<file path="src/rtl/assert_macros.svh">
// assert_macros.svh: assertion helpers
`ifndef ASSERT_MACROS_SVH
`define ASSERT_MACROS_SVH
// implication checked on the next edge
`define ASSERT_NEXT(label, clk, rstn, a, c, msg) \
  label: assert property (@(posedge clk) disable iff (!rstn) (a) |=> (c)) else $error(msg);
// implication checked on the same edge
`define ASSERT_SAME(label, clk, rstn, a, c, msg) \
  label: assert property (@(posedge clk) disable iff (!rstn) (a) |-> (c)) else $error(msg);
`endif

</file>
<file path="src/rtl/hns_pkg.sv">
// ----------------------------------------------------------------------------
// hns_pkg: shared types and constants for the hashed name set
// Request kinds, status codes, the queue entry type and key canonicalization.
// ----------------------------------------------------------------------------
package hns_pkg;
  localparam logic [1:0] KIND_INSERT = 2'd0;
  localparam logic [1:0] KIND_FIND   = 2'd1;
  localparam logic [1:0] KIND_ERASE  = 2'd2;

  localparam logic [1:0] ST_DONE     = 2'd0;
  localparam logic [1:0] ST_MISS     = 2'd1;
  localparam logic [1:0] ST_FULL     = 2'd2;

  localparam logic [63:0] GOLDEN = 64'h9E37FFFFFFFC0001;

  // classified request handed from front to back
  typedef struct packed {
    logic [1:0]  kind;
    logic [63:0] key;
    logic [63:0] hash;
  } hns_req_t;

  typedef enum logic [2:0] {
    BK_IDLE, BK_HEAD, BK_READ, BK_CMP, BK_UNLINK, BK_FREE, BK_OUT
  } bk_state_t;

  // clear every byte after the first zero byte
  function automatic logic [63:0] canon_key(input logic [63:0] k);
    logic [63:0] o;
    logic        stop;
    o = '0;
    stop = 1'b0;
    for (int i = 0; i < 8; i++) begin
      if (k[8*i +: 8] == 8'd0) stop = 1'b1;
      if (!stop) o[8*i +: 8] = k[8*i +: 8];
    end
    return o;
  endfunction
endpackage

</file>
<file path="src/rtl/hns_queue.sv">
// ----------------------------------------------------------------------------
// hns_queue: two-entry request queue
// Decouples the hashing front from the table engine.
// ----------------------------------------------------------------------------
module hns_queue (
  input  logic              clk,
  input  logic              rst_n,
  input  logic              wr_en,
  input  hns_pkg::hns_req_t wr_data,
  output logic              full,
  input  logic              rd_en,
  output logic              empty,
  output hns_pkg::hns_req_t rd_data
);
  import hns_pkg::*;
  `include "assert_macros.svh"

  hns_req_t   mem_r [2];
  logic       wp_r, rp_r;
  logic [1:0] cnt_r;
  logic       do_wr, do_rd;

  assign full    = cnt_r == 2'd2;
  assign empty   = cnt_r == 2'd0;
  assign do_wr   = wr_en && !full;
  assign do_rd   = rd_en && !empty;
  assign rd_data = mem_r[rp_r];

  always_ff @(posedge clk) begin
    if (!rst_n) begin
      wp_r  <= 1'b0;
      rp_r  <= 1'b0;
      cnt_r <= '0;
    end else begin
      if (do_wr) wp_r <= ~wp_r;
      if (do_rd) rp_r <= ~rp_r;
      cnt_r <= cnt_r + {1'b0, do_wr} - {1'b0, do_rd};
    end
  end

  always_ff @(posedge clk) begin
    if (do_wr) mem_r[wp_r] <= wr_data;
  end

  `ASSERT_SAME(a_q_cnt, clk, rst_n, 1'b1, cnt_r <= 2'd2, "queue count overflow")
  `ASSERT_NEXT(a_q_wr, clk, rst_n, do_wr && !do_rd, cnt_r != 2'd0, "write lost")
  `ASSERT_NEXT(a_q_rd, clk, rst_n, do_rd && !do_wr, !full, "read lost")
endmodule

</file>
<file path="config.mk">
export PLATFORM = sky130hd
export DESIGN_NAME = hns_queue
export DESIGN_NICKNAME = d
export VERILOG_FILES = /design/src/rtl/hns_pkg.sv /design/src/rtl/hns_queue.sv
export VERILOG_INCLUDE_DIRS = /design/src /design/src/rtl
export SDC_FILE = /design/constraint.sdc
export NUM_CORES = 1
export LEC_CHECK = 0
export ABC_CLOCK_PERIOD_IN_PS = 6900
export BUFFER_PORTS_ARGS = -buffer_cell sky130_fd_sc_hd__buf_2
export CORE_UTILIZATION = 40
export DETAILED_ROUTE_END_ITERATION = 16
export GPL_TIMING_DRIVEN = 0
export HOLD_SLACK_MARGIN = 0.08
export PLACE_DENSITY = 0.72
export SLEW_MARGIN = 20
export SYNTH_ARGS = -nofsm -noshare
export SYNTH_HDL_FRONTEND = slang
export SYNTH_SLANG_ARGS = --single-unit
</file>
<file path="constraint.sdc">
create_clock -name clk -period 6.9 [get_ports clk]
set_input_delay 0.69 -clock clk [delete_from_list [all_inputs] [get_ports clk]]
set_output_delay 0.69 -clock clk [all_outputs]
set_load 0.005 [all_outputs]
</file>
==> results_dict.tcl <==
set metrics [dict create \
    final.period_utilization_pct 37.9 \
    grt_start_max_net_pins 40 \
    tightest_slew_ns 0.610 \
    relSlewSlack_pct 59.2 \
    ys_types 18 \
    max_clock_freq_mhz 382 \
    ys_seq_elements 265 \
    dieArea_um2 24700 \
    start_util_pct 40.9 \
    holdCritPathClass "primary input to flip-flop" \
    first_pass_iters 4 \
    avgSynthCellArea_um2 22.4 \
    gp_congestion 0.730 \
    numCtsBuffers 27 \
    status "complete, no violations" \
    grt_antenna_before_repair 3 \
    grt_pass1_wl_um 26500 \
    synth_warnings 0 \
    fin_cells 1073 \
    layout_common_cells "268 x buf_2, 260 x edfxtp_1, 130 x mux2_2" \
    io_pins 266 \
    clock_latency_ns 0.51 \
    power_w 0.00472 \
    syn_area_um2 9640 \
    grt_pass1_vias 5075 \
    vias 4949 \
    synthCells 431 \
    antenna_left 0 \
    wire_per_inst_um 16.8 \
    clk_path_buf_depth 3 \
    rr_worst_depth 6 \
    core-area_um2 23500 \
    ctsResizeCount 0 \
    cts.htree.levels 1 \
    worst_hold_startpoint "wr_data[51]" \
    syn_nets 567 \
    crit_type "flip-flop to primary output" \
    endpoint_kind "primary output" \
    worstPathRequired_ns 6.21 \
    drt_wl_total_um 18000 \
    hold_viol_final 0 \
    cp_max_fo 10 \
    rsz0062_at_grt "no" \
    grt.total_usage_pct 14.2 \
    hold_depth 1 \
    seq_area_frac_synth_pct 82.0 \
    hold_buffers 0 \
    dp.final_hpwl_um 12500 \
    setup_violations 0 \
    min_period_ns 2.62 \
    cellPowerDensity_nw_per_um2 378 \
    r2r-start "cnt_r[0]" \
    preCtsSetupSlack_ns 4.50 \
    r2r_slack_ns 4.78 \
    first_iter_violations 220 \
    drc 0 \
    overflow 0 \
    die_x_um 157 \
    row_count 56 \
    fin_ws_ns 4.28 \
    arrival_ns 1.93 \
    area_growth_syn_to_layout_pct 29.4 \
    path_clk_slew_ns 0.06 \
    layout.nets 870 \
    worstSetupStartpointType "flip-flop" \
    drive_gt1_share_pct 60.8 \
    cap_violations 0 \
    holdPathEnd "mem_r[1][51]" \
    layout_commonest_cell "buf_2" \
    io_buffers 265 \
    fin_worst_skew_ns 0.00807 \
    final_max_slew_viol_count 0 \
    tritoncts "done" \
    whs_ns 0.359 \
    cts_root_buffer "clkbuf_16" \
    r2r_end "mem_r[0][125]" \
    die_y_um 157 \
    dp.cells 1024 \
    peakVddDrop_mv 0.266 \
    p_leak_nw 4.68 \
    post-cts-setup-buffers 0 \
    numClockSinks 265 \
    detail_route.vias_per_cell 4.61 \
]
## cell usage after synthesis, drive strengths merged
library cell	n	area [um2]
and2	2	12.5
and3	1	6.26
buf	14	135
dfxtp	5	100
edfxtp	260	7810
ha	2	25.0
inv	3	11.3
mux2	130	1460
mux2i	1	10.0
nand2	2	7.51
nand2b	2	12.5
nor2	5	18.8
nor3	1	5.00
o21a	1	7.51
xnor2	1	8.76
xor2	1	8.76
## worst max path at each step
| stage | endpoint | slack, ns | cells after the start |
|---|---|---|---|
| 3_3_place_gp | mem_r[0][125] | -3.38 | 3 |
| 5_1_grt | rd_data[54] | 4.15 | 4 |
| 3_5_place_dp | mem_r[0][127] | 4.50 | 6 |
| 4_1_cts | rd_data[54] | 4.17 | 4 |
| 2_1_floorplan | mem_r[0][0] | 0.09 | 2 |
| 6_report | rd_data[54] | 4.28 | 4 |
## logic make-up after synthesis
kind of cell / after synthesis / share of synthesized area, %
simple gates: 13 / 0.649
xor+xnor: 2 / 0.182
buf+inv: 17 / 1.52
flops: 265 / 82.0
fa+ha+maj: 2 / 0.260
mux: 131 / 15.3
compound gates: 1 / 0.0779
## power by group
| part | internal (W) | switching, W |
|---|---|---|
| registers | 0.00207 | 0.0000559 |
| clock network | 0.000861 | 0.000558 |
| logic | 0.000616 | 0.000559 |
## sequential cells by signal, summed over array words and instances, names as in the netlist, named ones only
name	flops
rp_r	1
wp_r	1
cnt_r	2
mem_r	260
## cell type report
type / instances / area, um2
Timing Repair Buffer: 274 / 1540
Fill cell: 1945 / 11100
Clock inverter: 18 / 188
Multi-Input combinational cell: 149 / 1600
Clock buffer: 30 / 687
Inverter: 3 / 11.3
Tap cell: 319 / 399
Antenna cell: 1 / 2.50
Sequential cell: 265 / 7910
Buffer: 14 / 135
## routing by layer
layer	track usage [%]	part of all wire, %
met1	16.0	38
met2	25.3	51
met3	4.85	8.4
met4	4.25	2.3
met5	0	0.089
## through the flow
step	util (%)	TNS, ns	cell area, um2
after floorplan	-	0	9640
after CTS	53.0	0	12500
after global placement	48.3	-437.26	11400
final	53.0	0	12500
after global routing	53.0	0	12500
after detailed placement	49.3	0	11600
## worst max-delay path, stage by stage (launching register included)
cell and delay [ns]:
dfxtp_1 0.39, buf_4 0.29, buf_6 0.22, mux2_2 0.35, buf_2 0.15
No activity file was read; power rests on OpenSTA's default activity.
