[src/rtl/assert_macros.svh]
// assert_macros.svh: assertion helpers
`ifndef ASSERT_MACROS_SVH
`define ASSERT_MACROS_SVH
// implication checked on the next edge
`define ASSERT_NEXT(label, clk, rstn, a, c, msg) \
  label: assert property (@(posedge clk) disable iff (!rstn) (a) |=> (c)) else $error(msg);
// implication checked on the same edge
`define ASSERT_SAME(label, clk, rstn, a, c, msg) \
  label: assert property (@(posedge clk) disable iff (!rstn) (a) |-> (c)) else $error(msg);
`endif

[src/rtl/hns_pkg.sv]
// ----------------------------------------------------------------------------
// hns_pkg: shared types and constants for the hashed name set
// Request kinds, status codes, the queue entry type and key canonicalization.
// ----------------------------------------------------------------------------
package hns_pkg;
  localparam logic [1:0] KIND_INSERT = 2'd0;
  localparam logic [1:0] KIND_FIND   = 2'd1;
  localparam logic [1:0] KIND_ERASE  = 2'd2;

  localparam logic [1:0] ST_DONE     = 2'd0;
  localparam logic [1:0] ST_MISS     = 2'd1;
  localparam logic [1:0] ST_FULL     = 2'd2;

  localparam logic [63:0] GOLDEN = 64'h9E37FFFFFFFC0001;

  // classified request handed from front to back
  typedef struct packed {
    logic [1:0]  kind;
    logic [63:0] key;
    logic [63:0] hash;
  } hns_req_t;

  typedef enum logic [2:0] {
    BK_IDLE, BK_HEAD, BK_READ, BK_CMP, BK_UNLINK, BK_FREE, BK_OUT
  } bk_state_t;

  // clear every byte after the first zero byte
  function automatic logic [63:0] canon_key(input logic [63:0] k);
    logic [63:0] o;
    logic        stop;
    o = '0;
    stop = 1'b0;
    for (int i = 0; i < 8; i++) begin
      if (k[8*i +: 8] == 8'd0) stop = 1'b1;
      if (!stop) o[8*i +: 8] = k[8*i +: 8];
    end
    return o;
  endfunction
endpackage

[src/rtl/hns_front.sv]
// ----------------------------------------------------------------------------
// hns_front: request intake
// Canonicalizes the key and forms the product with the GOLDEN constant
// from four 16-bit partial products, then hands the request to the queue.
// ----------------------------------------------------------------------------
module hns_front (
  input  logic              clk,
  input  logic              rst_n,
  input  logic              in_valid,
  output logic              in_stall,
  input  logic [1:0]        in_kind,
  input  logic [63:0]       in_key,
  output logic              q_valid,
  input  logic              q_full,
  output hns_pkg::hns_req_t q_data
);
  import hns_pkg::*;

  logic        busy_r, busy_nxt;
  logic [1:0]  step_r, step_nxt;
  logic [1:0]  kind_r;
  logic [63:0] key_r;
  logic [63:0] acc_r;
  logic        done_r, done_nxt;
  logic [63:0] part;

  assign in_stall = busy_r;
  // key slice times constant, shifted into place, mod 2^64
  assign part = ({48'd0, key_r[16*step_r +: 16]} * GOLDEN) << (16 * step_r);
  assign q_valid = done_r;
  assign q_data  = '{kind: kind_r, key: key_r, hash: acc_r};

  always_comb begin
    busy_nxt = busy_r;
    step_nxt = step_r;
    done_nxt = done_r;
    if (in_valid && !busy_r) begin
      busy_nxt = 1'b1;
      step_nxt = '0;
      done_nxt = 1'b0;
    end else if (busy_r && !done_r) begin
      step_nxt = step_r + 2'd1;
      if (step_r == 2'd3) done_nxt = 1'b1;
    end else if (done_r && !q_full) begin
      done_nxt = 1'b0;
      busy_nxt = 1'b0;
    end
  end

  always_ff @(posedge clk) begin
    if (!rst_n) begin
      busy_r <= 1'b0;
      step_r <= '0;
      done_r <= 1'b0;
    end else begin
      busy_r <= busy_nxt;
      step_r <= step_nxt;
      done_r <= done_nxt;
    end
  end

  always_ff @(posedge clk) begin
    if (in_valid && !busy_r) begin
      kind_r <= in_kind;
      key_r  <= canon_key(in_key);
      acc_r  <= '0;
    end else if (busy_r && !done_r) begin
      acc_r <= acc_r + part;
    end
  end
endmodule

[config.mk]
export PLATFORM = sky130hd
export DESIGN_NAME = hns_front
export DESIGN_NICKNAME = d
export VERILOG_FILES = /design/src/rtl/assert_macros.svh /design/src/rtl/hns_pkg.sv /design/src/rtl/hns_front.sv
export SDC_FILE = /design/constraint.sdc
export NUM_CORES = 1
export LEC_CHECK = 0
export BUFFER_PORTS_ARGS = -buffer_cell sky130_fd_sc_hd__buf_2
export CORE_ASPECT_RATIO = 2
export CORE_UTILIZATION = 59
export CTS_BUF_LIST = sky130_fd_sc_hd__clkbuf_4 sky130_fd_sc_hd__clkbuf_8
export DETAILED_ROUTE_END_ITERATION = 7
export PLACE_DENSITY = 0.81
export SLEW_MARGIN = 20
export SYNTH_ARGS = -nofsm -noshare
export SYNTH_HDL_FRONTEND = slang
export SYNTH_SLANG_ARGS = --single-unit
[constraint.sdc]
create_clock -name clk -period 22 [get_ports clk]
set_input_delay 1.1 -clock clk [delete_from_list [all_inputs] [get_ports clk]]
set_output_delay 1.1 -clock clk [all_outputs]
set_load 0.02 [all_outputs]
==> results.ini <==
[synthesis]
synthAdderAreaFrac = 0.288
yosysMostFrequentCell = inv_1
synth_xor_area_frac = 0.0536
synth_top_cell_area_share = 0.162
synth_top_family_by_area = adder cells
synthSimpleGateAreaFrac = 0.152
synth_top_cell_by_area = fa_1
synth-seq-area-share = 0.213
synth-edff-count = 66
ys_ff_latch = 134
synthMuxAreaShare = 0.0376
syn_area_um2 = 15700
synth_compound_area_frac = 0.181
synth_warnings = 0
synth-main-ff-cell = dfxtp_1
synth_cell_types = 72
synthTopCellsByArea = fa_1, edfxtp_1, ha_1, dfxtp_1, inv_1
async_flop_share = 0
syn_inst = 1806
avgSynthCellArea_um2 = 8.69
netlist_top_cells_count = inv_1, nand2_1, a21oi_1
syn-num-nets = 2161

[clock_network]
ctsHoldBuffers = 0
clock-sinks = 134
clock_path_buffers = 2
cts_root_buf = clkbuf_8
cts_tree = yes
cts_made_buffers = 17
htree_levels = 4
insertion_delay_ps = 500
post_cts_buffers = 0
path_clk_slew_ps = 90
cts_resized = 0

[critical_path]
cpPeakStageDelay_ps = 720
path_class = flip-flop to flip-flop
r2r_end = acc_r[63]$_SDFFE_PP0P_
end_kind = flip-flop
r2r_cells = 35
crit_path_start_kind = flip-flop
critPathSlowestCell = xnor2_1
crit_path_start = step_r[1]$_SDFFE_PP0P_
reg2reg_slack_ps = 11280
path_buf_inv = 7
path_max_fanout = 82
timing.rr.start = step_r[1]$_SDFFE_PP0P_
crit_arrival_ps = 11140
required_ps = 22420
crit_family = adder cells

[sta]
setup_viol = 0
slew_violations = 0
rsz0062_at_grt = false
max_clock_freq_ghz = 0.0933
period_share = 0.487
fin_tns_setup_ps = 0
slew_headroom = 0.315
period_needed_ps = 10720
hold_viol = 0
finClkSkew_ps = 14.8
tightest_slew_ps = 1030

[route]
wl_per_cell_um = 25.7
drc = 0
postRouteAntennaNets = 0
drt_iter0_drc = 1077
vias = 14500
routed_wl_mm = 59.5
dr.pass1.iters = 6
drt-vias-per-instance = 6.26

[min_path]
holdPathEnd = acc_r[11]$_SDFFE_PP0P_
hold_path.startpoint = acc_r[11]$_SDFFE_PP0P_
hold_class = flip-flop to flip-flop
hold_depth = 2

[floorplanning]
core_um2 = 26200
dieHeight_um = 233
fp-row-count = 84
die_w_um = 117
pin_count = 202
design.die.area_um2 = 27300
start_util = 0.600

[global_route]
track_usage = 0.438
grt_pass1_wl_mm = 86.5
grt_pass1_vias = 14900
grt_max_degree = 83
antenna_found_initial = 0
grt_overflow_total = 0

[cells_and_area]
drive_gt1_frac = 0.142
fin_nets = 2313
antenna_cells = 0
syn2layout_area_growth_pct = 10.3

[run]
drv_cap = 0

[placed_design]
port_buffers = 201
gp_congestion = 1.04
dp_hpwl_mm = 49.0

[run_status]
status = finished clean

-- worst register-to-register path: cells and delay by family, from the launching register on --
family / cells / cell delay (ps)
buffers and inverters: 7 / 1190
adders and majority gates: 8 / 4110
muxes: 3 / 920
xor gates and xnor gates: 1 / 720
and+or+nand+nor: 5 / 750
DFF: 1 / 450
AOI/OAI and AO/OA: 11 / 2490
-- metal layers --
layer	GRT usage	vias to the layer above	part of all wire
li1	-	6512	-
met1	0.390	6939	0.30
met2	0.782	707	0.51
met3	0.0716	335	0.058
met4	0.510	0	0.13
met5	0	-	0
-- registers in the layout (all words and copies together) (netlist names) --
register / flops
in_stall: 1
q_valid: 1
step_r: 2
key_r: 64
acc_r: 64
kind_r: 2
-- through the flow --
step	utilization	cells	cell area, um2	worst slack (ps)	hold slack, ps
6_report	0.661	2315	17300	11280	482
5_1_grt	0.661	2315	17300	10720	495
4_1_cts	0.661	2315	17300	11580	484
3_5_place_dp	0.646	2283	16900	11590	468
3_3_place_gp	0.646	2283	16900	11740	458
2_1_floorplan	-	1806	15700	12680	529
-- layout by cell type, fill, tap and decap left out, types with 14 or more instances in the layout --
master,count
inv_1,232
buf_2,201
nand2_1,181
a21oi_1,169
ha_1,158
fa_1,127
nor2_1,84
o21ai_0,84
and2_1,68
dfxtp_1,66
edfxtp_1,66
xnor2_1,63
a21o_1,59
xor2_1,33
nand3_1,32
o21bai_1,24
mux2i_1,23
nand4_1,20
nor2b_1,18
o21a_1,17
nor3_1,17
clkbuf_8,17
nand2b_1,16
mux4_2,16
a211oi_1,15
nor4_1,14
-- how the worst max path moves through the flow --
stage	endpoint	slack, ps	cells past startpoint
finish	acc_r[63]$_SDFFE_PP0P_	11280	35
global route	acc_r[63]$_SDFFE_PP0P_	10720	33
CTS	acc_r[62]$_SDFFE_PP0P_	11580	35
detailed placement	acc_r[62]$_SDFFE_PP0P_	11590	35
global placement	acc_r[48]$_SDFFE_PP0P_	11740	34
floorplan	acc_r[58]$_SDFFE_PP0P_	12680	37
-- final cells by class --
class | count | area (um2)
Multi-Input combinational cell | 1364 | 11200
Fill cell | 2275 | 8870
Sequential cell | 134 | 3350
Timing Repair Buffer | 208 | 1060
Inverter | 233 | 877
Tap cell | 344 | 430
Clock buffer | 17 | 234
Clock inverter | 15 | 155
-- kinds of logic after synthesis --
| group | after synthesis |
|---|---|
| simple gates | 491 |
| buf+inv | 308 |
| xor+xnor | 96 |
| fa+ha+maj | 285 |
| compound gates | 453 |
| flops | 134 |
| mux | 39 |
Power is not shown: default switching activity piles up to over one toggle a cycle in this logic, so the estimate is an artifact.
